==> config.mk <==
export PLATFORM = sky130hd
export DESIGN_NAME = hbs_queue
export DESIGN_NICKNAME = d
export VERILOG_FILES = /design/src/sv/hbs_pkg.sv /design/src/sv/hbs_queue.sv
export SDC_FILE = /design/constraint.sdc
export NUM_CORES = 1
export LEC_CHECK = 0
export BUFFER_PORTS_ARGS = -buffer_cell sky130_fd_sc_hd__buf_2
export CAP_MARGIN = 10
export CORE_ASPECT_RATIO = 1.5
export CORE_UTILIZATION = 53
export DETAILED_ROUTE_END_ITERATION = 8
export GPL_ROUTABILITY_DRIVEN = 0
export PLACE_DENSITY = 0.87
export SLEW_MARGIN = 20
export SYNTH_ARGS = -nofsm -noshare
export SYNTH_HDL_FRONTEND = slang
export SYNTH_SLANG_ARGS = --single-unit
export TNS_END_PERCENT = 5
==> constraint.sdc <==
create_clock -name clk -period 13.7 [get_ports clk]
set_clock_uncertainty 0.1 [all_clocks]
set_input_delay 2.055 -clock clk [delete_from_list [all_inputs] [get_ports clk]]
set_output_delay 2.055 -clock clk [all_outputs]
set_load 0.05 [all_outputs]
==> src/sv/hbs_pkg.sv <==
package hbs_pkg;

    localparam int MaxDim      = 256;
    localparam int MaxRadius   = 7;
    localparam int CoordW      = $clog2(MaxDim);
    localparam int AddrW       = 2 * CoordW;
    localparam int DimW        = 9;
    localparam int RadW        = $clog2(MaxRadius + 1);
    localparam int OffW        = RadW + 1;
    localparam int QueueDepth  = 2;
    localparam int QPtrW       = $clog2(QueueDepth);

    localparam logic signed [15:0] VoidHeight = 16'sh8000;
    localparam logic [16:0]        OneQ16     = 17'h10000;
    localparam logic signed [27:0] HalfTurn   = 28'sd11796480;
    localparam logic signed [27:0] FullTurn   = 28'sd23592960;

    localparam logic [1:0] RegDim   = 2'd0;
    localparam logic [1:0] RegSouth = 2'd1;
    localparam logic [1:0] RegWest  = 2'd2;

    localparam logic OpWrite  = 1'b0;
    localparam logic OpSample = 1'b1;

    typedef struct packed {
        logic              is_sample;
        logic [AddrW-1:0]  waddr;
        logic              wvalid;
        logic [15:0]       wdata;
        logic [CoordW-1:0] x0;
        logic [CoordW-1:0] y0;
        logic [16:0]       a;
        logic [16:0]       b;
    } hbs_cmd_t;

endpackage

==> src/sv/hbs_queue.sv <==
module hbs_queue (
    input  logic              clk,
    input  logic              rst_n,
    input  logic              in_valid,
    output logic              in_stall,
    input  hbs_pkg::hbs_cmd_t in_cmd,
    output logic              out_valid,
    input  logic              out_stall,
    output hbs_pkg::hbs_cmd_t out_cmd
);
    import hbs_pkg::*;

    hbs_cmd_t         mem_reg [QueueDepth];
    logic [QPtrW-1:0] wp_reg, rp_reg;
    logic [QPtrW:0]   cnt_reg;
    logic             push, pop;

    assign in_stall  = (cnt_reg == (QPtrW+1)'(QueueDepth));
    assign out_valid = (cnt_reg != '0);
    assign out_cmd   = mem_reg[rp_reg];
    assign push = in_valid && !in_stall;
    assign pop  = out_valid && !out_stall;

    always_ff @(posedge clk or negedge rst_n)
    begin
        if (!rst_n)
        begin
            wp_reg  <= '0;
            rp_reg  <= '0;
            cnt_reg <= '0;
        end
        else
        begin
            if (push)
                wp_reg <= wp_reg + 1'b1;
            if (pop)
                rp_reg <= rp_reg + 1'b1;
            cnt_reg <= cnt_reg + (QPtrW+1)'(push) - (QPtrW+1)'(pop);
        end
    end

    always_ff @(posedge clk)
    begin
        if (push)
            mem_reg[wp_reg] <= in_cmd;
    end

    assert property (@(posedge clk) disable iff (!rst_n)
        cnt_reg <= (QPtrW+1)'(QueueDepth))
        else $error("queue overflow");
    assert property (@(posedge clk) disable iff (!rst_n)
        (push && !pop) |=> cnt_reg == $past(cnt_reg) + 1'b1)
        else $error("count slip");
    assert property (@(posedge clk) disable iff (!rst_n)
        (cnt_reg == '0) |-> wp_reg == rp_reg)
        else $error("pointer slip");

endmodule

==> impl_results.md <==
- Status: finished clean
- Static Leak: 0.002964 uW
- Syn. warnings: 0
- Mapped Cells: 279
- Cell count of the worst reg-to-reg path: 5
- Setup crit start kind: flip-flop
- Worst hold path depth: 1
- DR vias: 3183
- Pwr dens: 254.0 nW/um^2
- First-pass GRT wire length: 15900 um
- Initial antenna violation count: 0
- Die Ht: 135.2 um
- Clk pwr share: 21.3%
- Vias per cell: 5.060
- Cell taking the most area after synthesis: edfxtp_1
- Worst-case clock buffer depth: 2
- Setup TNS: 0 ns
- Count of cell types in the netlist: 17
- Flops & latches, synth: 172
- Final setup viols: 0
- CP Buf/Inv Count: 2
- Root Driver: clkbuf_16
- Clk slew on worst S/H paths: 0.06 ns
- Largest net degree at the start of global routing: 86
- Port Buffers: 173
- Number of synthesized flops with an enable pin: 168
- Ys async rst share: 2.326%
- Slowest cell on the critical path: dfrtp_4
- DP HPWL: 7146 um
- Synth top area share: 80.46%
- Sink Count: 172
- Vias in the first global route: 3338
- Synth cell count leaders: 168 x edfxtp_1, 50 x mux2_1, 34 x mux2_2
- CP Max Fanout: 51
- Post-CTS Resized: 0
- Mapped cell area: 6270 sq um
- Max reg flops: 168
- Wire length per cell: 17.05 um
- Gate power share: 40.3%
- Top_reg_cell synth: edfxtp_1
- Reg-to-reg startpoint: cnt_reg[1]$_DFF_PN0_
- Final cycle utilization of the critical path: 31.14%
- Stages on the worst setup path: 3
- GRT overflow: 0
- Max-slew headroom: 60.24%
- Crit. End Element: output pin
- Pint: 1177 uW
- Total track usage: 17.74%
- Avg Cell Area, Syn: 22.47 sq um
- Switching portion of total power: 41.15%
- Core ar.: 11530 sq um
- CP Class: reg2out
- Tmin final: 4.266 ns
- CP required: 11.55 ns
- Nets@finish: 556
- Top cells by area, synth: edfxtp_1 80%, mux2_1 9.0%, mux2_2 6.1%
- Initial DRC count: 126
- # DRC: 0
- Max VDD drop: 193.6 uV
- Slew Limit Fails: 0
- Hold Fails Final Rpt: 0
- Placement row count: 48
- RSZ-0062 raised after global routing: no
- Fin util: 68.27%
- DRT Wirelength: 10730 um
- Post-CTS Hold Buffers: 0
- TritonCTS Buffers: 17
- Final hold slack: 0.4085 ns
- HP Class: reg2reg
- Antenna Nets Post-Route: 0
- Max-cap viol count: 0
- Placed cells: 595
- Pre-antenna DRT Iters: 4
- Register area share after synthesis: 82.06%
- Setup Buffers After CTS: 0
- Io pins: 174
- CP top delay family: flip-flops
- CTS tree: yes
- Final cell count without fillers: 629
- Share of power burned in registers: 38.4%
- Worst-skew pair later-pin latency: 0.40 ns
- H-tree levels: 4
- Largest stage delay, worst path: 0.74 ns
- Initial core utilization: 54.37%
- NetSw: 823.0 uW
- Critical Path Start: rp_reg$_DFFE_PN0P_
- Hold Path Origin: cnt_reg[1]$_DFF_PN0_
- Worst Path Arrival: 2.11 ns
- Cell with the most instances after synthesis: edfxtp_1
- Syn-to-layout area delta: 25.56%
- Worst Tran Pin Value: 0.5964 ns
- Die area: 12280 sq um
- Chip width: 90.81 um
- Syn nets: 369
- Critical path cell sequence: buf_16 -> mux2_1 -> buf_2
- Fmax: 0.2344 GHz
- Share of layout cells above drive strength 1: 50.84%
## placed cells by master (no fill, tap or decap), types with 2 or more instances in the layout
cell	n
buf_12	2
dfrtp_1	3
mux2_1	50
xnor2_1	3
clkbuf_1	2
ha_1	2
mux2_2	34
edfxtp_1	168
inv_1	2
buf_2	173
clkinv_4	2
clkinvlp_4	4
clkbuf_16	17
clkinv_2	4
## area by class of cell
| cell class | count | area [sq um] |
|---|---|---|
| clock buffer | 19 | 432.9 |
| fill | 794 | 3659 |
| antenna | 1 | 2.502 |
| sequential | 172 | 5149 |
| inverter | 2 | 7.507 |
| multi-input combinational | 96 | 1051 |
| timing repair buffer | 177 | 940.9 |
| tap | 150 | 187.7 |
| clock inverter | 12 | 101.3 |
## per-layer routing
| layer | global-route usage (%) | vias up | routed length (um) |
|---|---|---|---|
| met5 | 0 | - | 0 |
| met4 | 11.20 | 0 | 371 |
| met3 | 4.826 | 27 | 555 |
| met2 | 31.90 | 119 | 5856 |
| met1 | 18.14 | 1551 | 3943 |
| li1 | - | 1486 | - |
## power groups by stage
stage / Sequential (uW) / Combinational (uW) / Clock [uW]
3_5_place_dp: 810 / 770 / 0
6_report: 768 / 805 / 427
4_1_cts: 799 / 773 / 435
5_1_grt: 780 / 836 / 452
2_1_floorplan: 760 / 656 / 0
3_3_place_gp: 801 / 753 / 0
## worst register-to-register path, cell delays in order (launching register included)
cell      delay (ns)
dfrtp_1         0.40
nand2b_1        0.13
nand2_1         0.15
nor2_4          0.41
buf_12          0.26
buf_4           0.53
## worst paths after layout
kind / endpoint / slack (ns)
min in group asynchronous: cnt_reg[1]$_DFF_PN0_ / 1.34
setup / recovery: out_cmd[36] / 9.43
max in group asynchronous: rp_reg$_DFFE_PN0P_ / 12.03
hold / removal: cnt_reg[1]$_DFF_PN0_ / 0.41
hold reg to reg: cnt_reg[1]$_DFF_PN0_ / 0.41
setup reg to reg: mem_reg[0][8]$_DFFE_PP_ / 11.33
## metrics by stage
stage	setup WS, ns	total power, uW	instance area [sq um]
global placement	9.370	1554	7268
global route	9.347	2068	7870
finish	9.434	2000	7873
floorplan	7.422	1417	6270
CTS	9.235	2007	7823
detailed placement	9.682	1581	7288
## logic make-up after synthesis
kind of cell             Yosys count  share of synthesized area, %
XOR/XNOR                           4                        0.5589
buffers and inverters             11                         1.377
multiplexers                      84                         15.09
adder cells (fa/ha/maj)            2                        0.3991
flip-flops                       172                         82.06
AND/OR/NAND/NOR                    6                        0.5190
(Power assumes the default switching activity.)
