===== src/sv/hbs_pkg.sv =====
package hbs_pkg;

    localparam int MaxDim      = 256;
    localparam int MaxRadius   = 7;
    localparam int CoordW      = $clog2(MaxDim);
    localparam int AddrW       = 2 * CoordW;
    localparam int DimW        = 9;
    localparam int RadW        = $clog2(MaxRadius + 1);
    localparam int OffW        = RadW + 1;
    localparam int QueueDepth  = 2;
    localparam int QPtrW       = $clog2(QueueDepth);

    localparam logic signed [15:0] VoidHeight = 16'sh8000;
    localparam logic [16:0]        OneQ16     = 17'h10000;
    localparam logic signed [27:0] HalfTurn   = 28'sd11796480;
    localparam logic signed [27:0] FullTurn   = 28'sd23592960;

    localparam logic [1:0] RegDim   = 2'd0;
    localparam logic [1:0] RegSouth = 2'd1;
    localparam logic [1:0] RegWest  = 2'd2;

    localparam logic OpWrite  = 1'b0;
    localparam logic OpSample = 1'b1;

    typedef struct packed {
        logic              is_sample;
        logic [AddrW-1:0]  waddr;
        logic              wvalid;
        logic [15:0]       wdata;
        logic [CoordW-1:0] x0;
        logic [CoordW-1:0] y0;
        logic [16:0]       a;
        logic [16:0]       b;
    } hbs_cmd_t;

endpackage


===== src/sv/hbs_front.sv =====
module hbs_front (
    input  logic                   clk,
    input  logic                   rst_n,
    input  logic                   in_valid,
    output logic                   in_stall,
    input  logic                   opcode,
    input  logic [15:0]            write_index,
    input  logic signed [15:0]     write_height,
    input  logic signed [23:0]     query_lat,
    input  logic signed [24:0]     query_lon,
    input  logic [8:0]             dim,
    input  logic signed [7:0]      south,
    input  logic signed [8:0]      west,
    output logic                   cmd_valid,
    output hbs_pkg::hbs_cmd_t      cmd,
    input  logic                   cmd_stall
);
    import hbs_pkg::*;

    typedef enum logic [1:0] {
        F_IDLE = 2'b01,
        F_MUL  = 2'b10
    } fstate_t;

    fstate_t           state_reg, state_next;
    logic              op_reg;
    logic [15:0]       widx_reg;
    logic [15:0]       wh_reg;
    logic [16:0]       u_reg, v_reg;
    logic [8:0]        dim_reg;
    logic              out_valid_reg, out_valid_next;
    hbs_cmd_t          cmd_reg, cmd_next;

    logic signed [27:0] t0, t1, t2;
    logic signed [27:0] ucl;
    logic signed [27:0] vcl;
    logic [8:0]         dimc;
    logic [8:0]         dm1;
    logic [25:0]        xp, yp;
    logic [16:0]        wrow, wcol;
    logic [31:0]        wprod;

    always_comb
    begin
        if (dim < 9'd2)
            dimc = 9'd2;
        else if (dim > 9'(MaxDim))
            dimc = 9'(MaxDim);
        else
            dimc = dim;
        t0 = 28'(query_lon) - (28'(west) <<< 16) + HalfTurn;
        t1 = t0;
        if (t1 >= FullTurn)
            t1 = t1 - FullTurn;
        else if (t1 < 0)
            t1 = t1 + FullTurn;
        if (t1 < 0)
            t1 = t1 + FullTurn;
        t2 = t1 - HalfTurn;
        ucl = (t2 < 0) ? 28'sd0 : ((t2 > 28'sd65536) ? 28'sd65536 : t2);
        vcl = ((28'(south) + 28'sd1) <<< 16) - 28'(query_lat);
        vcl = (vcl < 0) ? 28'sd0 : ((vcl > 28'sd65536) ? 28'sd65536 : vcl);
    end

    assign dm1  = dim_reg - 9'd1;
    assign xp   = 26'(u_reg) * 26'(dm1);
    assign yp   = 26'(v_reg) * 26'(dm1);
    assign wrow = 17'(write_index) / 17'(1);
    assign wcol = 17'(dimc);
    assign wprod = 32'(wrow);

    assign in_stall = (state_reg != F_IDLE) || (out_valid_reg && cmd_stall);
    assign cmd_valid = out_valid_reg;
    assign cmd = cmd_reg;

    always_comb
    begin
        state_next     = state_reg;
        out_valid_next = out_valid_reg;
        cmd_next       = cmd_reg;
        if (out_valid_reg && !cmd_stall)
            out_valid_next = 1'b0;
        case (state_reg)
            F_IDLE:
            begin
                if (in_valid && !in_stall)
                begin
                    if (opcode == OpWrite)
                    begin
                        cmd_next = '0;
                        cmd_next.is_sample = 1'b0;
                        cmd_next.waddr  = AddrW'(wprod);
                        cmd_next.wvalid = (wprod < 32'(MaxDim * MaxDim)) && (wcol != 17'd0);
                        cmd_next.wdata  = write_height;
                        out_valid_next  = 1'b1;
                    end
                    else
                    begin
                        state_next = F_MUL;
                    end
                end
            end
            F_MUL:
            begin
                if (!out_valid_reg || !cmd_stall)
                begin
                    cmd_next = '0;
                    cmd_next.is_sample = 1'b1;
                    cmd_next.x0 = CoordW'(xp[25:16]);
                    cmd_next.y0 = CoordW'(yp[25:16]);
                    cmd_next.a  = {1'b0, xp[15:0]};
                    cmd_next.b  = {1'b0, yp[15:0]};
                    out_valid_next = 1'b1;
                    state_next = F_IDLE;
                end
            end
            default:
            begin
                state_next = F_IDLE;
            end
        endcase
    end

    always_ff @(posedge clk or negedge rst_n)
    begin
        if (!rst_n)
        begin
            state_reg     <= F_IDLE;
            out_valid_reg <= 1'b0;
        end
        else
        begin
            state_reg     <= state_next;
            out_valid_reg <= out_valid_next;
        end
    end

    always_ff @(posedge clk)
    begin
        cmd_reg <= cmd_next;
        if (state_reg == F_IDLE && in_valid && !in_stall)
        begin
            op_reg   <= opcode;
            widx_reg <= write_index;
            wh_reg   <= write_height;
            u_reg    <= 17'(ucl);
            v_reg    <= 17'(vcl);
            dim_reg  <= dimc;
        end
    end

    assert property (@(posedge clk) disable iff (!rst_n)
        (state_reg == F_MUL) |-> $past(state_reg) == F_IDLE || $past(state_reg) == F_MUL)
        else $error("mul state entered wrongly");
    assert property (@(posedge clk) disable iff (!rst_n)
        (cmd_valid && cmd.is_sample) |-> cmd.a <= 17'h0FFFF)
        else $error("weight out of range");
    assert property (@(posedge clk) disable iff (!rst_n)
        (cmd_valid && cmd_stall) |=> cmd_valid)
        else $error("command dropped");

endmodule


===== config.mk =====
export PLATFORM = sky130hd
export DESIGN_NAME = hbs_front
export DESIGN_NICKNAME = d
export VERILOG_FILES = /design/src/sv/hbs_pkg.sv /design/src/sv/hbs_front.sv
export SDC_FILE = /design/constraint.sdc
export NUM_CORES = 1
export LEC_CHECK = 0
export BUFFER_PORTS_ARGS = -buffer_cell sky130_fd_sc_hd__buf_4
export CAP_MARGIN = 20
export CORE_MARGIN = 4
export CORE_UTILIZATION = 30
export CTS_CLUSTER_SIZE = 25
export DETAILED_ROUTE_END_ITERATION = 10
export GPL_TIMING_DRIVEN = 0
export HOLD_SLACK_MARGIN = 0.05
export PLACE_DENSITY = 0.44
export SYNTH_ARGS = -nofsm -noshare
export SYNTH_HDL_FRONTEND = slang
export SYNTH_SLANG_ARGS = --single-unit

===== constraint.sdc =====
create_clock -name clk -period 16 [get_ports clk]
set_input_delay 0 -clock clk [delete_from_list [all_inputs] [get_ports clk]]
set_output_delay 0 -clock clk [all_outputs]
set_load 0.03 [all_outputs]

==> results of run 1 <==
layer usage:
layer  global-route usage, %  vias up
met5                       0        -
met4                    4.54        0
met3                    2.92       40
met2                    27.4      235
met1                    21.4     6571
li1                        -     6519
path summary, 6_finish.rpt:
kind                                     startpoint                  endpoint
setup / recovery               dim_reg[0]$_DFFE_PP_     cmd[49]$_SDFFCE_PN0P_
hold / removal                        query_lat[12]   v_reg[12]$_SDFFCE_PP0P_
setup reg to reg               dim_reg[0]$_DFFE_PP_     cmd[49]$_SDFFCE_PN0P_
hold reg to reg            state_reg[1]$_DFFE_PN0P_  state_reg[1]$_DFFE_PN0P_
max in group asynchronous                     rst_n  state_reg[0]$_DFFE_PN1P_
min in group asynchronous                     rst_n       cmd_valid$_DFF_PN0_
layout make-up:
| cell class | instances | area (um2) | share of cell area (%) |
|---|---|---|---|
| Clock inverter | 14 | 165 | 0.798 |
| Clock buffer | 17 | 425 | 2.06 |
| Buffer | 65 | 279 | 1.35 |
| Timing Repair Buffer | 271 | 2250 | 10.9 |
| Multi-Input combinational cell | 1359 | 11800 | 57.2 |
| Sequential cell | 128 | 3830 | 18.5 |
| Inverter | 261 | 981 | 4.74 |
| Tap cell | 748 | 936 | 4.52 |
Yosys cell counts (all sizes together), types with 16 or more instances:
| master | n | area (um2) |
|---|---|---|
| edfxtp | 125 | 3750 |
| nor2 | 120 | 475 |
| nor3 | 41 | 210 |
| xnor2 | 53 | 472 |
| buf | 18 | 103 |
| nand2 | 228 | 856 |
| nand2b | 38 | 238 |
| a21oi | 68 | 344 |
| fa | 210 | 4200 |
| nor2b | 53 | 332 |
| a21o | 17 | 135 |
| ha | 129 | 1610 |
| and2 | 110 | 688 |
| a211oi | 18 | 158 |
| xor2 | 36 | 323 |
| o21ai | 38 | 190 |
| inv | 260 | 976 |
| clkbuf | 47 | 176 |
| nand3 | 16 | 80.1 |
| nor4 | 16 | 115 |
critical path, stage by stage, from the launching register on:
cell	delay, ns
edfxtp_1	0.58
inv_1	0.18
clkbuf_1	0.53
ha_1	0.32
nand2_1	0.10
nor3_1	0.21
xor2_1	0.81
clkbuf_1	0.54
nand2_1	0.16
fa_1	0.57
fa_1	0.55
fa_1	0.56
inv_1	0.06
fa_1	0.47
ha_1	0.32
a21oi_1	0.10
o21ai_0	0.20
a21oi_1	0.17
o21a_1	0.23
o21ai_0	0.38
nand2_1	0.10
o21ai_0	0.29
nor4_1	0.14
o41ai_1	0.55
xnor2_1	0.17
nor2_1	0.07
cells by family (layout without fill, tap and decap cells):
family | count (synthesis) | in the layout
and+or+nand+nor | 680 | 680
adders and majority gates | 339 | 339
buffers and inverters | 326 | 628
AOI/OAI and AO/OA | 242 | 242
DFF | 128 | 128
xor gates and xnor gates | 89 | 89
muxes | 7 | 7
other | 1 | 2
repair_timing:
action	CTS	global route
setup buffers	0	0
hold endpoints to repair	62	0
hold buffers	73	0
per-stage QoR:
| stage | setup slack [ns] | hold WS, ns | cells |
|---|---|---|---|
| floorplan | 9.50 | -0.296 | 1813 |
| global placement | 7.16 | -0.207 | 2753 |
| detailed placement | 7.32 | -0.205 | 2757 |
| CTS | 7.28 | 0.0595 | 2861 |
| global route | 6.87 | 0.0632 | 2863 |
| finish | 7.31 | 0.0850 | 2863 |
==> results by group, run 1 <==
Placement
  – Placed cell area: 19400 um2
  – DP Wirelength: 38.4 mm
  – Final GP Congestion: 0.839
  – # port buffers: 192

Route
  – Final wirelength: 47.5 mm
  – Vias post-DR: 13365
  – Met2 Wirelength: 22.8 mm
  – 1st-iter DRT viols: 466
  – Routed wl met3: 1.81 mm
  – Detailed Routing Iterations Pass 1: 4
  – Highest metal used: met4
  – Wire per inst: 16.6 um
  – Vias per std cell: 4.67
  – Wl on met1: 22.0 mm
  – Routed Antenna Nets: 0
  – DRC errors left: 0

STA
  – Tcrit/Tclk final: 54.3%
  – Min Tclk post-route: 8.69 ns
  – Setup TNS: 0 ns
  – Final setup vio count: 0
  – Worst slew pin tran: 1.00 ns
  – Relative slew slack: 32.9%
  – F_max: 0.115 GHz
  – RSZ-0062 raised after global routing: no
  – Clk_skew: 0.0175 ns
  – Final hold viol count: 0
  – Slew Limit Fails: 0

Synthesis
  – Post-synthesis compound-gate area fraction: 10.0%
  – Async set or reset register ratio after synthesis: 2.34%
  – Syn_area_per_cell: 9.33 um2
  – Multiplexer area fraction after synthesis: 0.525%
  – Number of synthesized flops with an enable pin: 125
  – Synth Warn #: 0
  – Mapped Area: 16900 um2
  – Top FF cell, synth: edfxtp_1
  – Synthesized-area fraction occupied by adder cells: 34.4%
  – Netlist cell types: 97
  – Xor/xnor share of the synthesized area: 4.70%
  – Post-Synthesis Cells: 1812
  – Post-synthesis sequential area ratio: 22.6%
  – Largest family of logic cells by synthesized area: adder cells
  – Synth Area in Simple Gates: 20.2%
  – #FFs+latches synth: 128

Cells and area
  – Fill cell count: 5702
  – Most common cell after layout, fill and taps aside: inv_1
  – Final instance area: 20700 um2
  – Most frequent cells in the layout: inv_1, nand2_1, fa_1
  – Final Util: 37.3%
  – # diodes: 0
  – Largest register FFs: 82
  – Area Growth Syn to Fin: 22.4%
  – Layout cells sized above 1: 13.4%
  – # nets final: 2554

Run status
  – Status: finished clean

Global route
  – Largest net degree at the start of global routing: 44
  – Gr ovfl total: 0
  – Number of global-route vias before repair: 14030
  – Overall Global Routing Usage: 16.2%
  – First-pass GRT wire length: 76.3 mm
  – Antenna violations before repair: 0

Worst setup path
  – CP Launch Type: flop
  – Critical path data arrival time: 8.87 ns
  – Setup crit end kind: flop
  – R2R cell count: 25
  – Worst-path fanout max: 10
  – Worst Path Required: 16.18 ns
  – Crit Path Class: reg2reg
  – FF-to-FF setup slack: 7.31 ns

Clock tree
  – CTS H-tree depth: 4
  – Later-pin clock latency in the skew report: 0.48 ns
  – CTS clock-pin slew for the worst setup and hold paths: 0.06 ns
  – CTS tree: yes
  – CTS Buffer Depth: 2
  – Number of clock sinks: 128
  – Post-cts sizing count: 0
  – CTS Buf Count: 17
  – CTS root buf: clkbuf_16

Die
  – Die height: 245 um
  – Core box area: 55400 um2
  – Initial Util: 30.5%
  – Die area: 60200 um2
  – I/O pins: 198
  – Site Rows: 86
  – Die Wd: 245 um

Min path
  – Worst hold path class: in2reg
  – Hold Path Cell Cnt: 3

Flow run
  – Maxcap violations: 0
Power of run 1 is not shown: default switching activity piles up to over one toggle a cycle in this logic, so the estimate is an artifact.
==> run 2, diff against run 1 <==
Clock period 16 ns to 8.4 ns, I/O delays scaled along.
==> results by group, run 2 (synthesis gave the netlist of run 1 again) <==
Run status
  – Status: finished clean

STA
  – Relative slew slack: 41.4% (+8.5 points)
  – Min Tclk post-route: 7.88 ns (-0.815 ns)
  – Worst slew pin tran: 0.876 ns (-0.127 ns)
  – Setup TNS: 0 ns (unchanged)
  – Final hold viol count: 0 (unchanged)
  – Tcrit/Tclk final: 93.8% (+39 points)
  – F_max: 0.127 GHz (+10%)
  – Slew Limit Fails: 0 (unchanged)
  – Final setup vio count: 0 (unchanged)
  – RSZ-0062 raised after global routing: no
  – Clk_skew: 0.0228 ns (+0.00524 ns)

Worst setup path
  – Critical path data arrival time: 8.06 ns (-0.81 ns)
  – FF-to-FF setup slack: 0.52 ns (-6.78 ns)
  – Crit Path Class: reg2reg
  – Reg2Reg Capture Point: cmd[49]$_SDFFCE_PN0P_
  – R2R Path Start: dim_reg[0]$_DFFE_PP_
  – Worst-path fanout max: 10 (unchanged)
  – Worst Path Required: 8.58 ns (-7.60 ns)
  – CP Launch Type: flop
  – R2R cell count: 24 (-4.0%)
  – Setup crit end kind: flop

Die
  – Core box area: 55400 um2 (unchanged)
  – Die area: 60200 um2 (unchanged)
  – Die Wd: 245 um (unchanged)
  – I/O pins: 198 (unchanged)
  – Die height: 245 um (unchanged)
  – Site Rows: 86 (unchanged)
  – Initial Util: 30.5% (unchanged)

Flow run
  – Maxcap violations: 0 (unchanged)

Route
  – Vias post-DR: 13336 (-0.22%)
  – Detailed Routing Iterations Pass 1: 5 (+1)
  – Final wirelength: 47.5 mm (about the same)
  – Routed Antenna Nets: 0 (unchanged)
  – Wire per inst: 16.6 um (about the same)
  – DRC errors left: 0 (unchanged)
  – 1st-iter DRT viols: 544 (+17%)
  – Vias per std cell: 4.66 (-0.18%)

Min path
  – Hold Path Cell Cnt: 3 (unchanged)
  – HP Start: query_lat[12]
  – Worst hold path class: in2reg
  – Worst hold path endpoint: v_reg[12]$_SDFFCE_PP0P_

Clock tree
  – Number of clock sinks: 128 (unchanged)
  – CTS clock-pin slew for the worst setup and hold paths: 0.06 ns (about the same)
  – CTS Buf Count: 17 (unchanged)
  – CTS root buf: clkbuf_16
  – Later-pin clock latency in the skew report: 0.48 ns (about the same)
  – CTS H-tree depth: 4 (unchanged)
  – CTS tree: yes
  – CTS Buffer Depth: 2 (unchanged)

Global route
  – Overall Global Routing Usage: 16.2% (about the same)
  – Met1 Use GR: 21.4% (about the same)
  – Met2 Use GR: 27.3% (-0.11 points)
  – Gr ovfl total: 0 (unchanged)
  – Number of global-route vias before repair: 14032 (+0.014%)
  – Antenna violations before repair: 0 (unchanged)
  – First-pass GRT wire length: 76.2 mm (about the same)
  – Largest net degree at the start of global routing: 44 (unchanged)
  – Global routing usage on met3: 3.00% (+0.076 points)
  – GR peak layer: met2

Placement
  – DP Wirelength: 38.4 mm (unchanged)
  – Placed cell count: 2757 (unchanged)
  – Final GP Congestion: 0.839 (unchanged)
  – # port buffers: 192 (unchanged)

Cells and area
  – Largest register FFs: 82 (unchanged)
  – Most frequent cells in the layout: inv_1, nand2_1, fa_1
  – Layout cells sized above 1: 13.9% (+0.48 points)
  – # diodes: 0 (unchanged)
  – Most common cell after layout, fill and taps aside: inv_1
  – # nets final: 2553 (-0.039%)
  – Post-Layout Cell Count: 2862 (-0.035%)
  – Area Growth Syn to Fin: 22.6%
run 2: cell count changes in the layout (fill, tap and decap cells not counted), sizes merged:
cell / previous run / this run
clkinvlp: 0 / 1
inv: 263 / 262
buf: 216 / 217
clkbuf: 64 / 62
run 2: worst max path at each step:
| stage | from | end | slack, ns | cells past startpoint |
|---|---|---|---|---|
| after floorplan | dim_reg[0]$_DFFE_PP_ | cmd[41]$_SDFFCE_PN0P_ | 1.90 | 25 |
| after global placement | dim_reg[0]$_DFFE_PP_ | cmd[41]$_SDFFCE_PN0P_ | -0.44 | 28 |
| after detailed placement | dim_reg[0]$_DFFE_PP_ | cmd[49]$_SDFFCE_PN0P_ | -0.28 | 25 |
| after CTS | dim_reg[0]$_DFFE_PP_ | cmd[40]$_SDFFCE_PN0P_ | 0.21 | 25 |
| after global routing | dim_reg[0]$_DFFE_PP_ | cmd[49]$_SDFFCE_PN0P_ | 0.07 | 28 |
| final | dim_reg[0]$_DFFE_PP_ | cmd[49]$_SDFFCE_PN0P_ | 0.52 | 24 |
run 2: repair_timing:
item                                    in CTS  in global routing
buffers inserted                             0                  3
hold endpoints to repair                    62                  0
hold buffers                                73                  0
endpoints found under the setup margin       9                  7
resized for setup                            5                  9
run 2: final cells by class:
class | instances | area (um2)
Clock buffer | 17 | 425
Multi-Input combinational cell | 1359 | 11900
Clock inverter | 14 | 165
Sequential cell | 128 | 3830
Buffer | 63 | 278
Inverter | 261 | 985
Timing Repair Buffer | 272 | 2260
Tap cell | 748 | 936
Fill cell | 5701 | 34700
run 2: per-layer routing:
metal | part of all wire, % | up-vias
met3 | 4.2 | 37
li1 | - | 6517
met5 | 0 | -
met1 | 46 | 6550
met2 | 48 | 232
met4 | 1.7 | 0
run 2: worst max-delay path, cell delays in order (launching register included):
cell	delay, ns
edfxtp_1	0.59
clkinvlp_4	0.28
ha_1	0.24
nand2_1	0.12
nor3_1	0.30
xor2_2	0.54
clkbuf_2	0.39
nand2_1	0.13
fa_1	0.56
fa_1	0.55
fa_1	0.56
inv_1	0.06
fa_1	0.47
ha_1	0.32
a21oi_1	0.10
o21ai_0	0.21
a21oi_1	0.18
o21a_1	0.23
o21ai_0	0.42
nand2_1	0.10
o21ai_0	0.29
nor4_1	0.13
o41ai_1	0.55
xnor2_1	0.17
nor2_1	0.07
run 2: metrics by stage:
step	area [um2]	hold slack (ns)	setup WS, ns	utilization, %
floorplan	16900	-0.296	1.90	-
global route	20700	0.0632	0.0741	37.4
global placement	19300	-0.207	-0.443	34.8
detailed placement	19400	-0.205	-0.279	34.9
finish	20700	0.0811	0.525	37.4
CTS	20700	0.0595	0.211	37.4
Power of run 2 is left out for the same reason.
